<file path="src/hw/rtl/tgh_pkg.sv">
`default_nettype none

package tgh_pkg;

  localparam int unsigned WINDOW  = 32;
  localparam int unsigned FRAC_W  = 17;
  localparam int unsigned DIST_W  = 16;
  localparam int unsigned RATE_W  = 21;
  localparam int unsigned CFG_W   = 21;
  localparam int unsigned CFG_IDX_W = 3;
  localparam logic [FRAC_W-1:0] Q16_ONE = 17'd65536;

  typedef enum logic {
    CMD_SAMPLE = 1'b0,
    CMD_UPDATE = 1'b1
  } cmd_e;

  typedef enum logic [CFG_IDX_W-1:0] {
    CFG_SIGHT_OFF    = 3'd0,
    CFG_SIGHT_ON     = 3'd1,
    CFG_RESID_MAX    = 3'd2,
    CFG_RESID_RECOV  = 3'd3,
    CFG_REV_FADE     = 3'd4,
    CFG_DIR_FLIP     = 3'd5,
    CFG_REARM        = 3'd6,
    CFG_FADE_RATE    = 3'd7
  } cfg_idx_e;

endpackage

`default_nettype wire

</file>
<file path="src/hw/rtl/trust_gate_with_hysteresis.sv">
// An accepted word is held in the input register, then written to the result register.
// Throughput: one word per cycle; the input stalls only while a result waits on out_stall_i.
// The fade step divides rate*dt by 10^6 with a reciprocal multiply behind the input register.
// Reset (rst_ni low, asynchronous): flags, accumulators, window, fade, share and
// configuration return to their defaults; no word is pending.
`default_nettype none

module trust_gate_with_hysteresis
  import tgh_pkg::*;
(
  input  wire logic                     clk_i,
  input  wire logic                     rst_ni,

  input  wire logic                     cfg_we_i,
  input  wire logic [CFG_IDX_W-1:0]     cfg_index_i,
  input  wire logic [CFG_W-1:0]         cfg_data_i,

  input  wire logic                     in_valid_i,
  output logic                          in_stall_o,
  input  wire logic                     command_i,
  input  wire logic                     sample_valid_i,
  input  wire logic                     stale_i,
  input  wire logic                     fit_valid_i,
  input  wire logic [DIST_W-1:0]        fit_residual_i,
  input  wire logic signed [DIST_W-1:0] dist_delta_i,
  input  wire logic [15:0]              dt_us_i,

  output logic                          out_valid_o,
  input  wire logic                     out_stall_i,
  output logic                          trusted_o,
  output logic                          link_good_o,
  output logic                          sight_good_o,
  output logic                          fit_good_o,
  output logic                          policy_good_o,
  output logic                          heading_forward_o,
  output logic [FRAC_W-1:0]             fade_level_o,
  output logic [FRAC_W-1:0]             valid_share_o
);

  localparam int unsigned CNT_W = $clog2(WINDOW + 1);
  localparam int unsigned REC_K = 16 + 2 * CNT_W;
  localparam int unsigned REC_W = REC_K + 1;

  localparam int unsigned PROD_W    = RATE_W + 16;
  localparam int unsigned FADE_PRE  = 6;
  localparam int unsigned FADE_PW   = PROD_W - FADE_PRE;
  localparam int unsigned FADE_K    = 45;
  localparam logic [31:0] FADE_REC  = 32'(((64'd1 << FADE_K) + 64'd15624) / 64'd15625);
  localparam int unsigned STEP_W    = 18;

  typedef struct packed {
    logic                      cmd;
    logic                      sample_valid;
    logic                      stale;
    logic                      fit_lose;
    logic                      fit_gain;
    logic signed [DIST_W-1:0]  delta;
    logic [FADE_PW-1:0]        fade_prod;
  } in_word_t;

  // configuration
  logic [FRAC_W-1:0] sight_off_q, sight_on_q, recov_q;
  logic [DIST_W-1:0] resid_max_q, rev_fade_q, dir_flip_q, rearm_q;
  logic [RATE_W-1:0] fade_rate_q;

  always_ff @(posedge clk_i or negedge rst_ni) begin
    if (!rst_ni) begin
      sight_off_q <= 17'd32768;
      sight_on_q  <= 17'd52429;
      resid_max_q <= 16'd100;
      recov_q     <= 17'd52429;
      rev_fade_q  <= 16'd500;
      dir_flip_q  <= 16'd300;
      rearm_q     <= 16'd1000;
      fade_rate_q <= 21'd65536;
    end else if (cfg_we_i) begin
      unique case (cfg_index_i)
        CFG_SIGHT_OFF:   sight_off_q <= cfg_data_i[FRAC_W-1:0];
        CFG_SIGHT_ON:    sight_on_q  <= cfg_data_i[FRAC_W-1:0];
        CFG_RESID_MAX:   resid_max_q <= cfg_data_i[DIST_W-1:0];
        CFG_RESID_RECOV: recov_q     <= cfg_data_i[FRAC_W-1:0];
        CFG_REV_FADE:    rev_fade_q  <= cfg_data_i[DIST_W-1:0];
        CFG_DIR_FLIP:    dir_flip_q  <= cfg_data_i[DIST_W-1:0];
        CFG_REARM:       rearm_q     <= cfg_data_i[DIST_W-1:0];
        CFG_FADE_RATE:   fade_rate_q <= cfg_data_i[RATE_W-1:0];
        default:         fade_rate_q <= fade_rate_q;
      endcase
    end
  end

  // input register
  logic     in_valid_q;
  in_word_t in_q, in_d;
  logic     accept, fire;
  logic [PROD_W-1:0] fade_prod_full;
  logic [32:0]       recov_lim;

  assign fire       = in_valid_q && !(out_valid_o && out_stall_i);
  assign in_stall_o = in_valid_q && !fire;
  assign accept     = in_valid_i && !in_stall_o;

  always_comb begin
    fade_prod_full  = PROD_W'(fade_rate_q) * PROD_W'(dt_us_i);
    recov_lim       = 33'(resid_max_q) * 33'(recov_q);
    in_d.cmd          = command_i;
    in_d.sample_valid = sample_valid_i;
    in_d.stale        = stale_i;
    in_d.fit_lose     = !fit_valid_i || (fit_residual_i > resid_max_q);
    in_d.fit_gain     = {1'b0, fit_residual_i, 16'd0} <= recov_lim;
    in_d.delta        = dist_delta_i;
    in_d.fade_prod    = fade_prod_full[PROD_W-1:FADE_PRE];
  end

  always_ff @(posedge clk_i or negedge rst_ni) begin
    if (!rst_ni) begin
      in_valid_q <= 1'b0;
    end else if (accept) begin
      in_valid_q <= 1'b1;
    end else if (fire) begin
      in_valid_q <= 1'b0;
    end
  end

  always_ff @(posedge clk_i) begin
    if (accept) begin
      in_q <= in_d;
    end
  end

  // reciprocal table for the share
  logic [REC_W-1:0] recip_tab [2**CNT_W];

  for (genvar gi = 0; gi < 2**CNT_W; gi++) begin : g_recip
    if (gi == 0) begin : g_zero
      assign recip_tab[gi] = '0;
    end else begin : g_val
      localparam logic [REC_W-1:0] RV =
        REC_W'(((64'd1 << REC_K) + 64'(gi) - 64'd1) / 64'(gi));
      assign recip_tab[gi] = RV;
    end
  end

  // tracker state
  logic [WINDOW-1:0] window_q, window_d;
  logic [CNT_W-1:0]  count_q, count_d, ones_q, ones_d;
  logic              link_q, link_d, sight_q, sight_d, fit_q, fit_d;
  logic              policy_q, policy_d, fwd_flag_q, fwd_flag_d;
  logic [FRAC_W-1:0] rev_q, rev_d, fade_q, fade_d, share_q, share_d;
  logic [DIST_W-1:0] fwd_q, fwd_d;

  logic [CNT_W+REC_W-1:0] share_prod;
  logic [FRAC_W-1:0]      share_new;
  logic signed [18:0]     rev_sum;
  logic signed [17:0]     fwd_sum;
  logic [FRAC_W-1:0]      rev_max;
  logic [DIST_W-1:0]      flip;
  logic [63:0]            step_prod;
  logic [STEP_W-1:0]      step;
  logic [FRAC_W-1:0]      gap;
  logic                   trust;

  always_comb begin
    window_d   = window_q;
    count_d    = count_q;
    ones_d     = ones_q;
    link_d     = link_q;
    sight_d    = sight_q;
    fit_d      = fit_q;
    policy_d   = policy_q;
    fwd_flag_d = fwd_flag_q;
    rev_d      = rev_q;
    fwd_d      = fwd_q;
    fade_d     = fade_q;
    share_d    = share_q;

    share_prod = CNT_W'(ones_q) * recip_tab[count_q];
    share_new  = share_prod[REC_K-16 +: FRAC_W];
    rev_max    = FRAC_W'(rev_fade_q) + FRAC_W'(dir_flip_q);
    rev_sum    = $signed({2'b00, rev_q}) - 19'(in_q.delta);
    fwd_sum    = $signed({2'b00, fwd_q}) + 18'(in_q.delta);
    flip       = (dir_flip_q < rev_fade_q) ? dir_flip_q : rev_fade_q;
    step_prod  = 64'(in_q.fade_prod) * 64'(FADE_REC);
    step       = step_prod[FADE_K +: STEP_W];
    trust      = 1'b0;
    gap        = '0;

    if (in_q.cmd == CMD_SAMPLE) begin
      window_d = {window_q[WINDOW-2:0], in_q.sample_valid};
      if (count_q != CNT_W'(WINDOW)) begin
        count_d = count_q + 1'b1;
      end
      if (in_q.sample_valid && !window_q[WINDOW-1]) begin
        ones_d = ones_q + 1'b1;
      end else if (!in_q.sample_valid && window_q[WINDOW-1]) begin
        ones_d = ones_q - 1'b1;
      end
    end else begin
      link_d  = !in_q.stale;
      share_d = share_new;

      if (share_new <= sight_off_q) begin
        sight_d = 1'b0;
      end else if (share_new >= sight_on_q && count_q >= CNT_W'(WINDOW / 2)) begin
        sight_d = 1'b1;
      end

      if (in_q.fit_lose) begin
        fit_d = 1'b0;
      end else if (in_q.fit_gain) begin
        fit_d = 1'b1;
      end

      if (rev_sum < 0) begin
        rev_d = '0;
      end else if (rev_sum > $signed({2'b00, rev_max})) begin
        rev_d = rev_max;
      end else begin
        rev_d = rev_sum[FRAC_W-1:0];
      end

      if (fwd_sum < 0) begin
        fwd_d = '0;
      end else if (fwd_sum > $signed({2'b00, rearm_q})) begin
        fwd_d = rearm_q;
      end else begin
        fwd_d = fwd_sum[DIST_W-1:0];
      end

      if (fwd_d >= rearm_q) begin
        fwd_flag_d = 1'b1;
      end else if (rev_d > FRAC_W'(flip)) begin
        fwd_flag_d = 1'b0;
      end

      if (rev_d > FRAC_W'(rev_fade_q)) begin
        policy_d = 1'b0;
      end else if (rev_d == '0) begin
        policy_d = 1'b1;
      end

      trust = link_d && sight_d && fit_d && policy_d;
      if (trust) begin
        gap = Q16_ONE - fade_q;
        fade_d = (step >= STEP_W'(gap)) ? Q16_ONE : fade_q + FRAC_W'(step);
      end else begin
        fade_d = (step >= STEP_W'(fade_q)) ? '0 : fade_q - FRAC_W'(step);
      end
    end
  end

  always_ff @(posedge clk_i or negedge rst_ni) begin
    if (!rst_ni) begin
      window_q   <= '0;
      count_q    <= '0;
      ones_q     <= '0;
      link_q     <= 1'b0;
      sight_q    <= 1'b0;
      fit_q      <= 1'b0;
      policy_q   <= 1'b1;
      fwd_flag_q <= 1'b1;
      rev_q      <= '0;
      fwd_q      <= '0;
      fade_q     <= '0;
      share_q    <= '0;
    end else if (fire) begin
      window_q   <= window_d;
      count_q    <= count_d;
      ones_q     <= ones_d;
      link_q     <= link_d;
      sight_q    <= sight_d;
      fit_q      <= fit_d;
      policy_q   <= policy_d;
      fwd_flag_q <= fwd_flag_d;
      rev_q      <= rev_d;
      fwd_q      <= fwd_d;
      fade_q     <= fade_d;
      share_q    <= share_d;
    end
  end

  // result register
  always_ff @(posedge clk_i or negedge rst_ni) begin
    if (!rst_ni) begin
      out_valid_o <= 1'b0;
    end else if (fire) begin
      out_valid_o <= 1'b1;
    end else if (!out_stall_i) begin
      out_valid_o <= 1'b0;
    end
  end

  always_ff @(posedge clk_i) begin
    if (fire) begin
      trusted_o         <= link_d && sight_d && fit_d && policy_d;
      link_good_o       <= link_d;
      sight_good_o      <= sight_d;
      fit_good_o        <= fit_d;
      policy_good_o     <= policy_d;
      heading_forward_o <= fwd_flag_d;
      fade_level_o      <= fade_d;
      valid_share_o     <= share_d;
    end
  end

endmodule

`default_nettype wire

</file>
<file path="config.mk">
export PLATFORM = sky130hd
export DESIGN_NAME = trust_gate_with_hysteresis
export DESIGN_NICKNAME = d
export VERILOG_FILES = /design/src/hw/rtl/tgh_pkg.sv /design/src/hw/rtl/trust_gate_with_hysteresis.sv
export SDC_FILE = /design/constraint.sdc
export NUM_CORES = 2
export LEC_CHECK = 0
export ABC_AREA = 0
export BUFFER_PORTS_ARGS = -buffer_cell sky130_fd_sc_hd__buf_4
export CAP_MARGIN = 20
export CELL_PAD_IN_SITES_DETAIL_PLACEMENT = 1
export CELL_PAD_IN_SITES_GLOBAL_PLACEMENT = 1
export CORE_MARGIN = 2
export CORE_UTILIZATION = 50
export DETAILED_ROUTE_END_ITERATION = 10
export PLACE_DENSITY_LB_ADDON = 0.1
export SLEW_MARGIN = 0
export SYNTH_ARGS = -nofsm -noshare
export SYNTH_HDL_FRONTEND = slang
export SYNTH_SLANG_ARGS = --single-unit
</file>
<file path="constraint.sdc">
create_clock -name clk_i -period 11.4 [get_ports clk_i]
set_input_delay 2.28 -clock clk_i [delete_from_list [all_inputs] [get_ports clk_i]]
set_output_delay 2.28 -clock clk_i [all_outputs]
set_load 0.05 [all_outputs]
</file>
== Yosys cells after proc, flatten, opt, wreduce, memory -nomap -nowiden ==
Memories as Yosys holds them, arrays and structs flattened.
Cells that the tools add are included.

* Add/subtract/negate cells: 9
* $mul: 4
* $lt $le $gt $ge: 16
* Equality and inequality tests: 9
* Muxes and demuxes: 36
* Bitwise logic cells: 2
* Reductions and logical operators: 37

{| class="wikitable"
|+ Operators by type and width
! operator !! count
|-
| $mux 17 || 8
|-
| $mux 16 || 4
|-
| $mul 31x31->62 const B || 1
|-
| $mux 29 || 2
|-
| $mul 21x16->37 || 1
|-
| $ge 18x17->1 || 2
|-
| $gt 17x16->1 || 2
|-
| $le 32x33->1 || 1
|-
| $mul 16x17->33 || 1
|-
| $mul 6x29->29 || 1
|-
| $mux 1 || 20
|-
| $reduce_and 2->1 || 10
|-
| $gt 19x18->1 || 1
|-
| $lt 19x1->1 const B || 1
|-
| $sub 18x16->19 || 1
|-
| $add 17x16->18 || 1
|-
| $gt 18x17->1 || 1
|-
| $lt 18x1->1 const B || 1
|-
| $add 16x16->17 || 1
|-
| $add 17x17->17 || 1
|-
| $ge 17x17->1 || 1
|-
| $le 17x17->1 || 1
|-
| $logic_not 17->1 || 1
|-
| $sub 17x17->17 || 1
|-
| 22 further kinds || 48
|}

* Register bits after elaboration: 346
* ROM bits: 1856
* Input port bits: 81
* Output and inout port bits: 42
* Word-level logic and storage cells: 151
* Memories: 1

{| class="wikitable"
|+ Memory list
! memory !! depth !! width !! rd ports !! clocked after Yosys merged registers in !! write ports !! line !! text
|-
| (name not given) || 64 || 29 || 1 || 0 || 0 || trust_gate_with_hysteresis.sv:176 || <nowiki>share_prod = CNT_W'(ones_q) * recip_tab[count_q];</nowiki>
|}

== Depth between registers and ports, before layout ==
* Depth in word-level cells: 15
* Mapped depth: 44
* Depth with buffers taken out: 43

== Least setup slack after synthesis ==
OpenSTA, ideal clock, no wires.

* Path type: reg2reg
* From: register in_q[14] (netlist name)
* To: register fade_level_o[10] (data pin)
* Library setup time: 268 ps
* Arrival time: 10165 ps
* Data required time: 11132 ps
* Slack: 967 ps
* Cell stages (with the launch flop): 41
* Buffers on the path: 1
* Clock period less this slack: 10433 ps
* Path through: edfxtp_1 > inv_1 > fa_1 > fa_1 > fa_1 > fa_1 > fa_1 > inv_1 > fa_1 > fa_1 > inv_1 > fa_1 > inv_1 > ha_1 > nand4_1 > a211oi_1 > o211ai_1 > a22oi_1 > [5 not listed] > o21ai_0 > a21oi_1 > xnor2_1 > ha_1 > inv_1 > or3_1 > nor2_1 > nand2_1 > nor3_1 > nor4_1 > a31oi_1 > nor3_1 > a211oi_1 > a21oi_1 > and2_1 > buf_2 > a221oi_1 > o22ai_1

* Longest elaborated chain between the ends: 5
* Elaborated cells between the ends (all ways): 9
* Those cells by class: add/sub (2); mul (1); order compare (2); mux (4)

{| class="wikitable"
|+ RTL lines
! element !! line !! text
|-
| start, declared || trust_gate_with_hysteresis.sv:93 || <nowiki>in_word_t in_q, in_d;</nowiki>
|-
| start signal, assigned || trust_gate_with_hysteresis.sv:126 || <nowiki>in_q <= in_d;</nowiki>
|-
| $mul 31x31->62 * || trust_gate_with_hysteresis.sv:182 || <nowiki>step_prod = 64'(in_q.fade_prod) * 64'(FADE_REC);</nowiki>
|-
| $sub 17x17->17, or another cell as far along || trust_gate_with_hysteresis.sv:246 || <nowiki>fade_d = (step >= STEP_W'(fade_q)) ? '0 : fade_q - FRAC_W'(step);</nowiki>
|-
| $mux 17, on equally long branches || trust_gate_with_hysteresis.sv:246, trust_gate_with_hysteresis.sv:244 ||
|-
| $mux 17 * || trust_gate_with_hysteresis.sv:242 || <nowiki>if (trust) begin</nowiki>
|-
| $mux 17 * || trust_gate_with_hysteresis.sv:187 || <nowiki>if (in_q.cmd == CMD_SAMPLE) begin</nowiki>
|-
| net fade_d[10] || trust_gate_with_hysteresis.sv:148 || <nowiki>logic [FRAC_W-1:0] rev_q, rev_d, fade_q, fade_d, share_q, share_d;</nowiki>
|-
| end signal, assigned || trust_gate_with_hysteresis.sv:300 || <nowiki>fade_level_o <= fade_d;</nowiki>
|-
| end, declared || trust_gate_with_hysteresis.sv:36 || <nowiki>output logic [FRAC_W-1:0] fade_level_o,</nowiki>
|}

Mark *: on every way through the listed nets, which the timed path passes. The rest lies on a longest branch.
A chain may end at the register's enable or synchronous reset.

== Worst setup path after layout ==
* From: register in_q[12] (netlist name)
* To: register fade_level_o[10] (data pin)

The elaborated chain is that of the path after synthesis.

==> flow_summary_export.csv <==
group,metric,value,unit
synth,synth_top_cell_by_area,"fa_1",
cts,clock_sinks,346,
placed_design,io_buffers,122,
synth,synth-simple-area-share,12.0,%
critical_path,crit_cells,40,
routing,route.detailed.drc,0,
routing,drt_iter0_markers,2586,
routing,vias,47800,
synth,ys_seq_area_share,14.7,%
synth,ys_ff_latch,346,
sta,tightest_slew,1.03,ns
sta,drv_slew,0,
synth,synthesis.area,62300,um^2
synth,muxShareOfSynthArea,3.25,%
critical_path,rr_worst_depth,40,
cts,htreeDepth,2,
critical_path,rrSetupSlack,0.60,ns
sta,skew,0.0447,ns
sta,post-route-period-util,94.7,%
critical_path,cp-end-kind,"register",
synth,async_flop_share,73.4,%
routing,drtPass1Iterations,5,
critical_path,cp_slowest_cell,"fa_1",
cts,cts.path.max_buffers,3,
cells_and_area,drive_gt1_share,9.06,%
sta,relSlewSlack,31.3,%
synth,yosys-top-cells-area,"fa_1 30%, ha_1 18%, dfrtp_1 8.6%",
synth,ys_warn_count,0,
critical_path,cpLargestDelayFamily,"adder cells",
global_route,grtUsageTotal,31.9,%
floorplanning,dieArea,127000,um^2
global_route,grt_pass1_wl,314000,um
synth,yosys.area.top_type_share,29.5,%
cts,worstSkewPairLatency,0.66,ns
synth,synth.avg_cell_area,9.40,um^2
sta,hold_viol_final,0,
cells_and_area,layout.nets,8636,
floorplanning,coreArea,124000,um^2
routing,totalWireLength,199000,um
synth,ys_types,98,
placed_design,hpwl,159000,um
floorplanning,die_w,357,um
floorplanning,die_h,357,um
sta,fmax,0.0926,GHz
cts,clkTransAtPathRegs,0.06,ns
cells_and_area,diodes,0,
placed_design,gp_congestion,0.974,
floorplanning,initial_core_util,50.4,%
synth,synthAdderAreaFrac,48.0,%
synth,synth-main-ff-cell,"dfrtp_1",
cells_and_area,nFillCells,14200,
cts,clk_root_buffer_cell,"clkbuf_16",
critical_path,max_stage_delay,0.61,ns
critical_path,crit_start,"in_q[12]",
critical_path,setup.worst_path.end,"fade_level_o[10]",
critical_path,rr_startpoint,"in_q[12]",
cells_and_area,stdcell_count,8391,
synth,syn_inst,6628,
min_path,hp-class,"reg -> reg",
job,maxCapViolCount,0,
floorplanning,rows,129,
critical_path,crit_top_cell,"fa_1",
floorplanning,pin_count,123,
cells_and_area,final_cell_mix,"1289 x inv_1, 919 x fa_1, 917 x ha_1",
critical_path,worstPathArrival,11.15,ns
sta,setup_viol,0,
critical_path,crit_required,11.75,ns
critical_path,setup.worst_path.start_class,"register",
cts,cts_tree,"built",
status,status,"complete, no violations",
global_route,antenna_found_initial,8,
routing,vias_per_cell,5.70,
synth,synth_nets,8546,
synth,synth_edf_count,92,
placed_design,dp_cells,8304,
global_route,grt_overflow_total,0,
synth,synth_compound_area_share,10.0,%
critical_path,r2r_end,"fade_level_o[10]",
critical_path,crit_type,"reg -> reg",
global_route,grt_max_degree,127,
cells_and_area,area_delta_synth_final,7.84,%
cells_and_area,mostFrequentLayoutCell,"inv_1",
synth,synth_top_family_by_area,"adder cells",
critical_path,path_buf_inv,6,
sta,min_period,10.80,ns
global_route,grt_pass1_vias,53700,
routing,wl_per_cell,23.7,um
synth,synth-xor-area-share,2.83,%
critical_path,critPathMaxFanout,12,
cts,numCtsBuffers,44,
routing,drtAntennaViolNets,0,
-- timing repair --
item                                    4_1_cts  5_1_grt
endpoints found under the setup margin       19       34
hold buffers                                  0        0
gates resized for setup                       2       20
buffers inserted                              0        4
-- sequential cells by signal (all words and copies together) (netlist names), 16 cells and up --
signal         cells
recov_q           17
in_q              52
rev_fade_q        16
window_q          32
fwd_q             16
sight_off_q       17
sight_on_q        17
fade_q            17
fade_level_o      17
rearm_q           16
resid_max_q       16
dir_flip_q        16
rev_q             17
valid_share_o     17
share_q           17
fade_rate_q       21
-- per-layer routing --
layer / share of wire, % / global-route usage, %
met3: 3.6 / 3.04
met2: 50 / 56.0
met5: 0.011 / 0
met4: 3.1 / 9.32
met1: 44 / 42.0
-- final cells by class --
cell class	count	area, um^2	area share (%)
flip-flops and latches	346	9170	13.7
clock buffers	54	1180	1.76
multi-input cells	4760	47500	70.8
inverters	1300	4880	7.27
well taps	1637	2050	3.05
repair buffers	266	2050	3.06
clock inverters	28	309	0.460
-- worst reg2reg max path, delay by kind of cell, from the launching register on --
kind	cells	cell delay [ns]
AOI/OAI and AO/OA	14	3.05
xor gates and xnor gates	1	0.18
adders and majority gates	10	4.65
buffers and inverters	6	0.54
DFF	1	0.43
and+or+nand+nor	9	1.64
-- cell usage after synthesis, types with 32 or more instances --
cell and number:
a211oi_1 39, a21o_1 113, a21oi_1 223, and2_1 267
clkbuf_1 202, dfrtp_1 213, dfstp_2 41, edfxtp_1 92
fa_1 919, ha_1 918, inv_1 1292, mux2_2 139
mux2i_1 40, nand2_1 755, nand2b_1 44, nand3_1 32
nand4_1 46, nor2_1 241, nor2b_1 44, nor3_1 50
o21a_1 35, o21ai_0 225, o22ai_1 32, xnor2_1 121
xor2_1 78
-- stage by stage --
step	setup slack, ns	TNS (ns)	util, %	hold slack [ns]	cell area (um^2)
after floorplan	0.967	0	-	0.435	62300
after global placement	0.370	0	53.0	0.446	65500
after detailed placement	-0.0276	-0.0276	53.0	0.464	65500
final	0.604	0	54.3	0.478	67200
after global routing	-0.000517	-0.000517	54.3	0.502	67200
after CTS	0.0363	0	54.2	0.479	67000
-- cells by family (layout without fill, tap and decap cells) --
group | count (synthesis) | after routing
multiplexers | 182 | 182
buffers and inverters | 1522 | 1648
AO/OA/AOI/OAI | 949 | 949
adder cells (fa/ha/maj) | 1837 | 1837
AND/OR/NAND/NOR | 1592 | 1592
flip-flops | 346 | 346
XOR/XNOR | 200 | 200
-- worst min-delay path by stage --
stage	cells after the start	start	endpoint	slack (ns)
2_1_floorplan	2	share_q[16]	share_q[16]	0.43
3_3_place_gp	2	share_q[16]	share_q[16]	0.45
3_5_place_dp	2	share_q[13]	share_q[13]	0.46
4_1_cts	2	share_q[13]	share_q[13]	0.48
5_1_grt	2	share_q[13]	share_q[13]	0.50
6_report	2	share_q[9]	share_q[9]	0.48
Power is not shown: default switching activity piles up to over one toggle a cycle in this logic, so the estimate is an artifact.
